===== src/sv/assert_macros.svh =====
// Assertion macros shared by the deframer modules.
// Under SYNTHESIS every macro expands to nothing.
`ifndef ASSERT_MACROS_SVH
`define ASSERT_MACROS_SVH

`ifndef SYNTHESIS

`define WSD_ASSERT_IMPLY(lbl, clk, rst, ante, cons) \
  lbl: assert property (@(posedge clk) disable iff (rst) (ante) |-> (cons)) \
    else $error("deframer assertion failed")

`define WSD_ASSERT_NEVER(lbl, clk, rst, cond) \
  lbl: assert property (@(posedge clk) disable iff (rst) !(cond)) \
    else $error("deframer assertion failed")

`else

`define WSD_ASSERT_IMPLY(lbl, clk, rst, ante, cons)

`define WSD_ASSERT_NEVER(lbl, clk, rst, cond)

`endif

`endif


===== src/sv/wsd_pkg.sv =====
// ----------------------------------------------------------------------------
// wsd_pkg
// Types and constants shared by the WebSocket frame deframer modules.
// ----------------------------------------------------------------------------
package wsd_pkg;

  localparam int LengthBitsDefault = 64;

  // Seven-bit length codes that announce an extended length.
  localparam logic [6:0] LEN_CODE_16 = 7'd126;
  localparam logic [6:0] LEN_CODE_64 = 7'd127;

  // Work queue between parser and output stage.
  localparam int QueueDepth = 2;
  localparam int QPTR_W     = $clog2(QueueDepth);
  localparam int QCNT_W     = $clog2(QueueDepth + 1);

  // One classified word on its way to the output stage.
  typedef struct packed {
    logic [7:0] data;
    logic [7:0] key;
    logic       byte_valid;
    logic       frame_end;
    logic       fin;
    logic [3:0] opcode;
    logic       error;
  } entry_t;

endpackage


===== src/sv/websocket_frame_deframer.sv =====
// Path: an accepted payload word is written into the queue, then registered at the output.
// Throughput: one stream word per cycle unless stalled; the parser takes one header or
// payload word each cycle and the output stage unmasks one queued word each cycle.
// Reset: synchronous and active high; it returns the parser to the first header
// word, clears the halt after a protocol error, and empties queue and output.
// ----------------------------------------------------------------------------
// websocket_frame_deframer
// WebSocket frame decoder: parses headers word by word and emits unmasked
// payload words with frame and message end marks.
// ----------------------------------------------------------------------------
module websocket_frame_deframer #(
  parameter int LENGTH_BITS = wsd_pkg::LengthBitsDefault
) (
  input  logic       clk,
  input  logic       rst,
  input  logic       in_valid,
  output logic       in_stall,
  input  logic [7:0] stream_byte,
  output logic       out_valid,
  input  logic       out_stall,
  output logic [7:0] payload_byte,
  output logic       byte_valid,
  output logic [3:0] frame_opcode,
  output logic       final_fragment,
  output logic       frame_end,
  output logic       message_end,
  output logic       protocol_error
);
  import wsd_pkg::*;

  logic   push;
  logic   pop;
  logic   queue_full;
  logic   queue_not_empty;
  entry_t push_entry;
  entry_t head;

  wsd_front #(
    .LENGTH_BITS(LENGTH_BITS)
  ) u_front (
    .clk        (clk),
    .rst        (rst),
    .in_valid   (in_valid),
    .in_stall   (in_stall),
    .stream_byte(stream_byte),
    .queue_full (queue_full),
    .push       (push),
    .entry      (push_entry)
  );

  wsd_queue u_queue (
    .clk       (clk),
    .rst       (rst),
    .push      (push),
    .push_entry(push_entry),
    .full      (queue_full),
    .not_empty (queue_not_empty),
    .pop       (pop),
    .head      (head)
  );

  wsd_back u_back (
    .clk           (clk),
    .rst           (rst),
    .not_empty     (queue_not_empty),
    .head          (head),
    .pop           (pop),
    .out_valid     (out_valid),
    .out_stall     (out_stall),
    .payload_byte  (payload_byte),
    .byte_valid    (byte_valid),
    .frame_opcode  (frame_opcode),
    .final_fragment(final_fragment),
    .frame_end     (frame_end),
    .message_end   (message_end),
    .protocol_error(protocol_error)
  );

endmodule


===== src/sv/wsd_front.sv =====
// ----------------------------------------------------------------------------
// wsd_front
// Header parser: takes one word per cycle unless the work queue is full,
// tracks the frame header, and pushes payload, empty-frame and error entries.
// ----------------------------------------------------------------------------
`include "assert_macros.svh"

module wsd_front #(
  parameter int LENGTH_BITS = wsd_pkg::LengthBitsDefault
) (
  input  logic            clk,
  input  logic            rst,
  input  logic            in_valid,
  output logic            in_stall,
  input  logic [7:0]      stream_byte,
  input  logic            queue_full,
  output logic            push,
  output wsd_pkg::entry_t entry
);
  import wsd_pkg::*;

  localparam logic [2:0] PH_FIRST   = 3'd0;
  localparam logic [2:0] PH_SECOND  = 3'd1;
  localparam logic [2:0] PH_EXTLEN  = 3'd2;
  localparam logic [2:0] PH_KEY     = 3'd3;
  localparam logic [2:0] PH_PAYLOAD = 3'd4;

  localparam logic [LENGTH_BITS-1:0] LenOne  = LENGTH_BITS'(1);
  localparam logic [LENGTH_BITS-1:0] LenZero = '0;

  logic [2:0]             phase, phase_next;
  logic [2:0]             hdr_count, hdr_count_next;
  logic [LENGTH_BITS-1:0] bytes_remaining, bytes_remaining_next;
  logic [31:0]            mask_key, mask_key_next;
  logic [1:0]             mask_pos, mask_pos_next;
  logic                   masked, masked_next;
  logic                   ext_long, ext_long_next;
  logic                   fin, fin_next;
  logic [3:0]             opcode, opcode_next;
  logic                   halted, halted_next;

  logic                   accept;
  logic                   hdr_done;
  logic [LENGTH_BITS-1:0] hdr_len;
  logic [LENGTH_BITS-1:0] len_shift;
  logic [7:0]             key_byte;

  assign in_stall  = queue_full;
  assign accept    = in_valid && !in_stall;
  assign len_shift = {bytes_remaining[LENGTH_BITS-9:0], stream_byte};

  always_comb begin
    case (mask_pos)
      2'd0:    key_byte = mask_key[31:24];
      2'd1:    key_byte = mask_key[23:16];
      2'd2:    key_byte = mask_key[15:8];
      default: key_byte = mask_key[7:0];
    endcase
  end

  always_comb begin
    phase_next           = phase;
    hdr_count_next       = hdr_count;
    bytes_remaining_next = bytes_remaining;
    mask_key_next        = mask_key;
    mask_pos_next        = mask_pos;
    masked_next          = masked;
    ext_long_next        = ext_long;
    fin_next             = fin;
    opcode_next          = opcode;
    halted_next          = halted;
    hdr_done             = 1'b0;
    hdr_len              = bytes_remaining;
    push                 = 1'b0;
    entry                = '0;

    if (accept && !halted) begin
      case (phase)
        PH_FIRST: begin
          if (stream_byte[6:4] != 3'd0) begin
            halted_next = 1'b1;
            push        = 1'b1;
            entry.error = 1'b1;
          end else begin
            fin_next    = stream_byte[7];
            opcode_next = stream_byte[3:0];
            phase_next  = PH_SECOND;
          end
        end
        PH_SECOND: begin
          masked_next    = stream_byte[7];
          hdr_count_next = 3'd0;
          mask_key_next  = '0;
          if (stream_byte[6:0] == LEN_CODE_16 || stream_byte[6:0] == LEN_CODE_64) begin
            ext_long_next        = (stream_byte[6:0] == LEN_CODE_64);
            bytes_remaining_next = '0;
            phase_next           = PH_EXTLEN;
          end else begin
            hdr_len              = {{(LENGTH_BITS-7){1'b0}}, stream_byte[6:0]};
            bytes_remaining_next = hdr_len;
            if (stream_byte[7]) begin
              phase_next = PH_KEY;
            end else begin
              hdr_done = 1'b1;
            end
          end
        end
        PH_EXTLEN: begin
          bytes_remaining_next = len_shift;
          hdr_count_next       = hdr_count + 3'd1;
          if (ext_long ? (hdr_count == 3'd7) : (hdr_count == 3'd1)) begin
            hdr_count_next = 3'd0;
            hdr_len        = len_shift;
            if (masked) begin
              phase_next = PH_KEY;
            end else begin
              hdr_done = 1'b1;
            end
          end
        end
        PH_KEY: begin
          mask_key_next  = {mask_key[23:0], stream_byte};
          hdr_count_next = hdr_count + 3'd1;
          if (hdr_count == 3'd3) begin
            hdr_done = 1'b1;
          end
        end
        PH_PAYLOAD: begin
          push                 = 1'b1;
          entry.data           = stream_byte;
          entry.key            = masked ? key_byte : 8'd0;
          entry.byte_valid     = 1'b1;
          entry.fin            = fin;
          entry.opcode         = opcode;
          entry.frame_end      = (bytes_remaining == LenOne);
          bytes_remaining_next = bytes_remaining - LenOne;
          mask_pos_next        = mask_pos + 2'd1;
          if (bytes_remaining == LenOne) begin
            phase_next = PH_FIRST;
          end
        end
        default: begin
          phase_next = PH_FIRST;
        end
      endcase

      // Header complete: either start the payload or mark an empty frame.
      if (hdr_done) begin
        bytes_remaining_next = hdr_len;
        mask_pos_next        = 2'd0;
        if (hdr_len == LenZero) begin
          phase_next      = PH_FIRST;
          push            = 1'b1;
          entry.frame_end = 1'b1;
          entry.fin       = fin;
          entry.opcode    = opcode;
        end else begin
          phase_next = PH_PAYLOAD;
        end
      end
    end
  end

  always_ff @(posedge clk) begin
    if (rst) begin
      phase           <= PH_FIRST;
      hdr_count       <= 3'd0;
      bytes_remaining <= '0;
      mask_key        <= '0;
      mask_pos        <= 2'd0;
      masked          <= 1'b0;
      ext_long        <= 1'b0;
      fin             <= 1'b0;
      opcode          <= 4'd0;
      halted          <= 1'b0;
    end else begin
      phase           <= phase_next;
      hdr_count       <= hdr_count_next;
      bytes_remaining <= bytes_remaining_next;
      mask_key        <= mask_key_next;
      mask_pos        <= mask_pos_next;
      masked          <= masked_next;
      ext_long        <= ext_long_next;
      fin             <= fin_next;
      opcode          <= opcode_next;
      halted          <= halted_next;
    end
  end

  `WSD_ASSERT_NEVER(a_no_push_halted, clk, rst, halted && push);
  `WSD_ASSERT_IMPLY(a_error_halts, clk, rst, push && entry.error, ##1 halted);

endmodule


===== src/sv/wsd_queue.sv =====
// ----------------------------------------------------------------------------
// wsd_queue
// Short register queue that decouples the parser from the output stage.
// ----------------------------------------------------------------------------
`include "assert_macros.svh"

module wsd_queue (
  input  logic            clk,
  input  logic            rst,
  input  logic            push,
  input  wsd_pkg::entry_t push_entry,
  output logic            full,
  output logic            not_empty,
  input  logic            pop,
  output wsd_pkg::entry_t head
);
  import wsd_pkg::*;

  entry_t            slots [QueueDepth];
  logic [QPTR_W-1:0] wr_ptr;
  logic [QPTR_W-1:0] rd_ptr;
  logic [QCNT_W-1:0] count;

  assign full      = (count == QCNT_W'(QueueDepth));
  assign not_empty = (count != '0);
  assign head      = slots[rd_ptr];

  always_ff @(posedge clk) begin
    if (push) begin
      slots[wr_ptr] <= push_entry;
    end
  end

  always_ff @(posedge clk) begin
    if (rst) begin
      wr_ptr <= '0;
      rd_ptr <= '0;
      count  <= '0;
    end else begin
      if (push) begin
        wr_ptr <= wr_ptr + QPTR_W'(1);
      end
      if (pop) begin
        rd_ptr <= rd_ptr + QPTR_W'(1);
      end
      case ({push, pop})
        2'b10:   count <= count + QCNT_W'(1);
        2'b01:   count <= count - QCNT_W'(1);
        default: count <= count;
      endcase
    end
  end

  `WSD_ASSERT_NEVER(a_no_overflow, clk, rst, push && full);
  `WSD_ASSERT_NEVER(a_no_underflow, clk, rst, pop && !not_empty);

endmodule


===== src/sv/wsd_back.sv =====
// ----------------------------------------------------------------------------
// wsd_back
// Output stage: unmasks queued words and holds each result in a register
// until the consumer takes it.
// ----------------------------------------------------------------------------
`include "assert_macros.svh"

module wsd_back (
  input  logic            clk,
  input  logic            rst,
  input  logic            not_empty,
  input  wsd_pkg::entry_t head,
  output logic            pop,
  output logic            out_valid,
  input  logic            out_stall,
  output logic [7:0]      payload_byte,
  output logic            byte_valid,
  output logic [3:0]      frame_opcode,
  output logic            final_fragment,
  output logic            frame_end,
  output logic            message_end,
  output logic            protocol_error
);
  import wsd_pkg::*;

  assign pop = not_empty && (!out_valid || !out_stall);

  always_ff @(posedge clk) begin
    if (rst) begin
      out_valid <= 1'b0;
    end else if (pop) begin
      out_valid <= 1'b1;
    end else if (!out_stall) begin
      out_valid <= 1'b0;
    end
  end

  always_ff @(posedge clk) begin
    if (pop) begin
      payload_byte   <= head.data ^ head.key;
      byte_valid     <= head.byte_valid;
      frame_opcode   <= head.opcode;
      final_fragment <= head.fin;
      frame_end      <= head.frame_end;
      message_end    <= head.frame_end & head.fin;
      protocol_error <= head.error;
    end
  end

  `WSD_ASSERT_IMPLY(a_msg_end_in_frame, clk, rst, out_valid && message_end, frame_end);

endmodule


===== config.mk =====
export PLATFORM = sky130hd
export DESIGN_NAME = websocket_frame_deframer
export DESIGN_NICKNAME = d
export VERILOG_FILES = /design/src/sv/wsd_pkg.sv /design/src/sv/websocket_frame_deframer.sv /design/src/sv/wsd_front.sv /design/src/sv/wsd_queue.sv /design/src/sv/wsd_back.sv
export VERILOG_INCLUDE_DIRS = /design/src /design/src/sv
export SDC_FILE = /design/constraint.sdc
export NUM_CORES = 1
export LEC_CHECK = 0
export BUFFER_PORTS_ARGS = -buffer_cell sky130_fd_sc_hd__buf_2
export CORE_ASPECT_RATIO = 1.1
export CORE_MARGIN = 2
export CORE_UTILIZATION = 35
export DETAILED_ROUTE_END_ITERATION = 6
export PLACE_DENSITY = 0.6
export SLEW_MARGIN = 20
export SYNTH_ARGS = -nofsm -noshare
export SYNTH_HDL_FRONTEND = slang
export SYNTH_HIERARCHICAL = 1
export SYNTH_SLANG_ARGS = --single-unit

===== constraint.sdc =====
create_clock -name clk -period 4.2 [get_ports clk]
set_input_delay 0.63 -clock clk [delete_from_list [all_inputs] [get_ports clk]]
set_output_delay 0.63 -clock clk [all_outputs]
set_load 0.02 [all_outputs]

Word-level counts from Yosys, hierarchy flattened --
Memories as Yosys holds them, arrays and structs flattened. A register that Yosys moved wholly into a read port is not among the register bits. Cells that the tools add are included.
Storage, ports and cells: memories 1, logic and storage cells 130, output and inout bits 19, memory bits (writable) 48, input port bits 12, register bits 134
Memories:
- u_queue.slots | words 2, width 24, rd ports 1, clocked after Yosys merged registers in 1, wr ports 1, line wsd_queue.sv:19 | entry_t slots [QueueDepth];
Operators by class: multiplexer cells 48, reductions and logical operators 28, bitwise operators 3, $add $sub $neg 7, equal/unequal tests 22
Operators with widths (count):
- $mux 64 | 4
- $pmux 64 s3 | 1
- $pmux 64 s2 | 1
- $eq 64x1->1 const B | 1
- $logic_not 64->1 | 1
- $pmux 32 s2 | 1
- $sub 64x1->64 const B | 1
- $mux 3 | 9
- $mux 24 | 1
- $pmux 8 s3 | 1
- $mux 23 | 1
- $mux 1 | 18
- $pmux 3 s5 | 1
- $eq 7x7->1 const B | 2
- $mux 6 | 2
- $reduce_and 2->1 | 5
- $eq 3x2->1 const B | 3
- $ne 3x1->1 const B | 3
- $pmux 3 s3 | 1
- $reduce_and 3->1 | 3
- $mux 8 | 1
- $reduce_bool 2->1 | 4
- $xor 8x8->8 | 1
- $mux 7 | 1
- 25 further kinds | 41

Logic depth before layout (Yosys ltp) --
word-level depth 11, gate-level depth with buffers 15

By module --
The synthesis kept the hierarchy.
Modules (own cells, without submodules):
- wsd_front | area each 8016.4 µm², sequential area each 2242.2 µm², instances 1, cells each 1104
- wsd_queue | area each 1934.4 µm², sequential area each 1541.5 µm², instances 1, cells each 97
- wsd_back | area each 623.1 µm², sequential area each 530.5 µm², instances 1, cells each 30

Worst setup path before layout --
OpenSTA, ideal clock, no wires.
path kind input to register, start point input port stream_byte[6], end point memory u_queue/slots[0][0] (netlist bit), enable pin, arrival 3471 ps, library setup time 405 ps, path slack 324 ps, stages on the path 11, cell sequence clkbuf_1 and4_1 a31oi_1 buf_2 a21oi_1 or3_1 nor4_1 nand4_1 nand2_1 inv_1 nor2_1
On the way: longest elaborated chain between the ends 11, elaborated cells on any way between the ends 19, classes of those cells 2 x eq/ne; 14 x mux; 3 x reduce/logical
Ends and longest elaborated chain:
- start, declared | line websocket_frame_deframer.sv:18 | input logic [7:0] stream_byte,
- $eq 7x7->1 | line wsd_front.sv:94 | if (stream_byte[6:0] == LEN_CODE_16 || stream_byte[6:0] == LEN_CODE_64) begin
- $logic_or 1x1->1 | line wsd_front.sv:94
- $mux 64 | line wsd_front.sv:94
- $pmux 64 s2 | line wsd_front.sv:78 | case (phase)
- $mux 64 | line wsd_front.sv:77 | if (accept && !halted) begin
- $logic_not 64->1 | line wsd_front.sv:151 | if (hdr_len == LenZero) begin
- $mux 1 | line wsd_front.sv:151
- $mux 1 (*) | line wsd_front.sv:148 | if (hdr_done) begin
- $mux 1 (*) | line wsd_front.sv:77
- via push | line websocket_frame_deframer.sv:31 | logic push;
- $mux 1 (*) | line wsd_queue.sv:29 | if (push) begin
- $mux 1 (not written as such) (*) | line wsd_queue.sv:30 | slots[wr_ptr] <= push_entry;
- end, declared | line wsd_queue.sv:19
Mark *: on every way through the listed nets, which the timed path passes. The rest lies on a longest branch. The select of a mux whose other input is x is not followed.

Final worst setup path --
start point register u_front.bytes_remaining[18], end point register u_queue.count[1]
On the way: longest elaborated chain between the ends 9, elaborated cells on any way between the ends 12, classes of those cells 2 x eq/ne; 8 x mux; 2 x reduce/logical
Ends and longest elaborated chain:
- start, declared | line wsd_front.sv:33 | logic [LENGTH_BITS-1:0] bytes_remaining, bytes_remaining_next;
- start signal, assigned | line wsd_front.sv:179 | bytes_remaining <= bytes_remaining_next;
- $mux 64, on equally long branches | line wsd_front.sv:111, wsd_front.sv:94
- $pmux 64 s2 (*) | line wsd_front.sv:78
- $mux 64 (*) | line wsd_front.sv:77
- $logic_not 64->1 (*) | line wsd_front.sv:151
- $mux 1 (*) | line wsd_front.sv:151
- $mux 1 (*) | line wsd_front.sv:148
- $mux 1 (*) | line wsd_front.sv:77
- via push | line websocket_frame_deframer.sv:31
- $eq 2x1->1 or $eq 2x2->1 (tied branches) | line wsd_queue.sv:46 | case ({push, pop})
- $pmux 2 s2 or $reduce_bool 2->1 (tied branches)
- end signal, assigned | line wsd_queue.sv:47 | 2'b10: count <= count + QCNT_W'(1);
- end signal, assigned | line wsd_queue.sv:48 | 2'b01: count <= count - QCNT_W'(1);
- end signal, assigned | line wsd_queue.sv:49 | default: count <= count;
- end, declared | line wsd_queue.sv:22 | logic [QCNT_W-1:0] count;
Marks and branches as above. A chain may end at the register's enable or synchronous reset.

==> results.toml <==
[floorplanning]
start_util = 0.357
die_h_um = 186
die-area_um2 = 31600
io_pins = 31
rows = 66
core_um2 = 29600
die_x_um = 170

[place]
dp_hpwl_um = 23000
numPortBuffers = 30
globalplace.congestion = 0.949
place_area_um2 = 11000
dp_cells = 1546

[critical_path]
path_class = "flop to flop"
reg2reg_depth = 11
crit_family = "simple AND/OR/NAND/NOR gates"
cp-end-kind = "flop"
worst_setup_path_start_kind = "flop"
slowest_delay_ns = 0.56
crit_start = "u_front/bytes_remaining[18]"
r2r_end = "u_queue/count[1]"
critical-path-top-cell-by-count = "or3_1"
crit_cells = 11
required_ns = 4.56
worst-path-buf-inv = 1
r2r_setup_slack_ns = 0.45
rr_startpoint = "u_front/bytes_remaining[18]"
cp_slowest_cell = "or4_1"
cp_data_arrival_time_ns = 4.12
crit_fanout = 10
worstPathCellList = "or4_1 -> nor4b_1 -> a32oi_1 -> or3_1 -> nor4_1 -> nand4_1 -> nand2_1 -> inv_1 -> ha_1 -> or3_1 -> a21oi_1"

[pwr]
worst_ir_drop_vdd_uv = 348
power.share.switching = 0.447
p_comb_frac = 0.486
switching_power_mw = 3.54
pwr_density_cell_nw_per_um2 = 686
p_leak_nw = 4.20
clockPowerShare = 0.204
p_int_mw = 4.38
p_seq_frac = 0.309

[sta]
hold_slack_ns = 0.455
rsz0062_at_grt = "false"
tightest_slew_ns = 1.04
slew_viol_final = 0
setup-tns-final_ns = 0
fin_crit_sh = 0.893
max_slew_margin = 0.307
max_freq_mhz = 267
period_minus_slack_ns = 3.75
skew_ns = 0.0155
setup_violations = 0
hold_viol = 0

[logic_synthesis]
synthDominantCellAreaShare = 0.223
ys_types = 88
synth-seq-cells = 183
synth_area_leader_cell = "dfxtp_1"
avgSynthCellArea_um2 = 8.59
synthArstFlopShare = 0
syn_inst = 1231
synthesis.area_um2 = 10600
synth_edf_count = 65
yosysSeqAreaShare = 0.408
yosys_warnings = 6
synth-main-ff-cell = "dfxtp_1"
postSynthNetCount = 1252
ys_top_cells_by_area = "dfxtp_1, edfxtp_1, a21oi_1"

[clock_network]
post_cts_buffers = 0
clock-sinks = 183
cts_tree = "yes"
hold_buffers = 0
cts_buffers = 17
htreeDepth = 4
root_buffer = "clkbuf_16"
ctsResizeCount = 0
clockBufferDepth = 2
path_clk_slew_ns = 0.08
worstSkewPairLatency_ns = 0.45

[drt]
firstDrtPassIters = 7
routed_via_density = 6.10
detail_route.wl_per_cell_um = 21.8
vias = 9628
drtAntennaViolNets = 0
drt_iter0_drc = 1214
totalWireLength_um = 34500
drc = 8

[layout]
layout.nets = 1212
layout-drive-gt1-share = 0.137
postLayoutCellArea_um2 = 11500
final_cell_mix = "nand2_1, a21oi_1, dfxtp_1"
fillCellCount = 2973
areaGrowthSynthToFinish_pct = 9.22
layout_commonest_cell = "nand2_1"
final_core_util = 0.390
finalNonFillerCells = 1579

[global_route]
grt_use_total = 0.219
first_global_vias = 9048
grt-ovfl-total = 0
grt_antenna_before_repair = 2
grt_pass1_wl_um = 53600
grt_max_degree = 60

[min_path]
hold_class = "flop to flop"
holdCritStartpoint = "u_front/mask_key[26]"
whs_path_depth = 2
hold_path_end = "u_front/mask_key[26]"

[status]
violations = "design-rule violations"
status = "finished, violations left"

[job]
drv_cap = 0
layout make-up:
cell class | count | area, µm² | area share
sequential | 183 | 4320 | 0.374
timing repair buffer | 72 | 465 | 0.0403
inverter | 13 | 48.8 | 0.00423
clock buffer | 17 | 425 | 0.0368
tap | 374 | 468 | 0.0405
clock inverter | 15 | 164 | 0.0142
antenna | 1 | 2.50 | 0.000217
multi-input combinational | 904 | 5660 | 0.490
registers in the layout, summed over array words and instances (netlist names), 3 cells and up, named ones only:
| name | count |
|---|---|
| u_front/bytes_remaining | 64 |
| u_front/mask_key | 32 |
| u_back/frame_opcode | 4 |
| u_queue/slots | 48 |
| u_front/hdr_count | 3 |
| u_front/opcode | 4 |
| u_back/payload_byte | 8 |
| u_front/phase | 3 |
power groups by stage:
stage	combinational, mW	sequential, mW	clock, mW
5_1_grt	4.18	2.49	1.73
6_report	3.85	2.45	1.62
2_1_floorplan	2.82	2.42	0
3_5_place_dp	3.77	2.49	0
3_3_place_gp	3.79	2.48	0
4_1_cts	3.79	2.45	1.66
routing by layer:
metal | global-route usage | part of all wire | routed length [µm] | vias up
li1 | - | - | - | 4493
met4 | 0.0896 | 0.030 | 1050 | 2
met3 | 0.0535 | 0.079 | 2730 | 82
met5 | 0 | 0.00055 | 19 | -
met2 | 0.352 | 0.46 | 15800 | 431
met1 | 0.284 | 0.43 | 14900 | 4620
logic make-up after synthesis:
family,synth area share
compound gates,0.223
mux,0.0369
buf+inv,0.0632
simple gates,0.219
flops,0.408
xor+xnor,0.0398
fa+ha+maj,0.0106
cell usage after synthesis, types with 7 or more instances:
master / instances
nand2_1: 145
nor3_1: 52
o21ai_0: 50
mux2_2: 24
a32o_1: 7
and3_1: 16
edfxtp_1: 65
ha_1: 9
nor4_1: 22
dfxtp_1: 118
mux2i_1: 12
o211ai_1: 10
a221oi_1: 43
a222oi_1: 8
inv_1: 13
clkbuf_1: 86
a22oi_1: 7
a211oi_1: 11
xor2_1: 29
a21oi_1: 123
a21o_1: 8
buf_2: 17
a221o_1: 14
buf_4: 12
xnor2_1: 19
nand4_1: 11
o31ai_1: 10
nand3_1: 37
or4_1: 11
nor2_1: 107
how the worst max path moves through the flow:
stage	slack (ns)	endpoint
floorplan	0.32	u_queue/slots[0][0]
global placement	0.74	u_queue/count[1]
detailed placement	0.65	u_queue/count[1]
CTS	0.61	u_queue/count[1]
global route	0.30	u_queue/count[1]
finish	0.45	u_queue/count[1]
stage by stage:
stage               setup WS (ns)  total power, mW
floorplan                   0.324             5.24
global placement            0.743             6.27
detailed placement          0.654             6.26
CTS                         0.607             7.89
global route                0.305             8.39
finish                      0.449             7.93
worst min-delay path, delay by kind of cell (launching register included):
family	cells	cell delay, ns
AND/OR/NAND/NOR	1	0.05
flip-flops	1	0.31
AO/OA/AOI/OAI	1	0.05
Note: power is estimated with default switching activity, not from simulation.
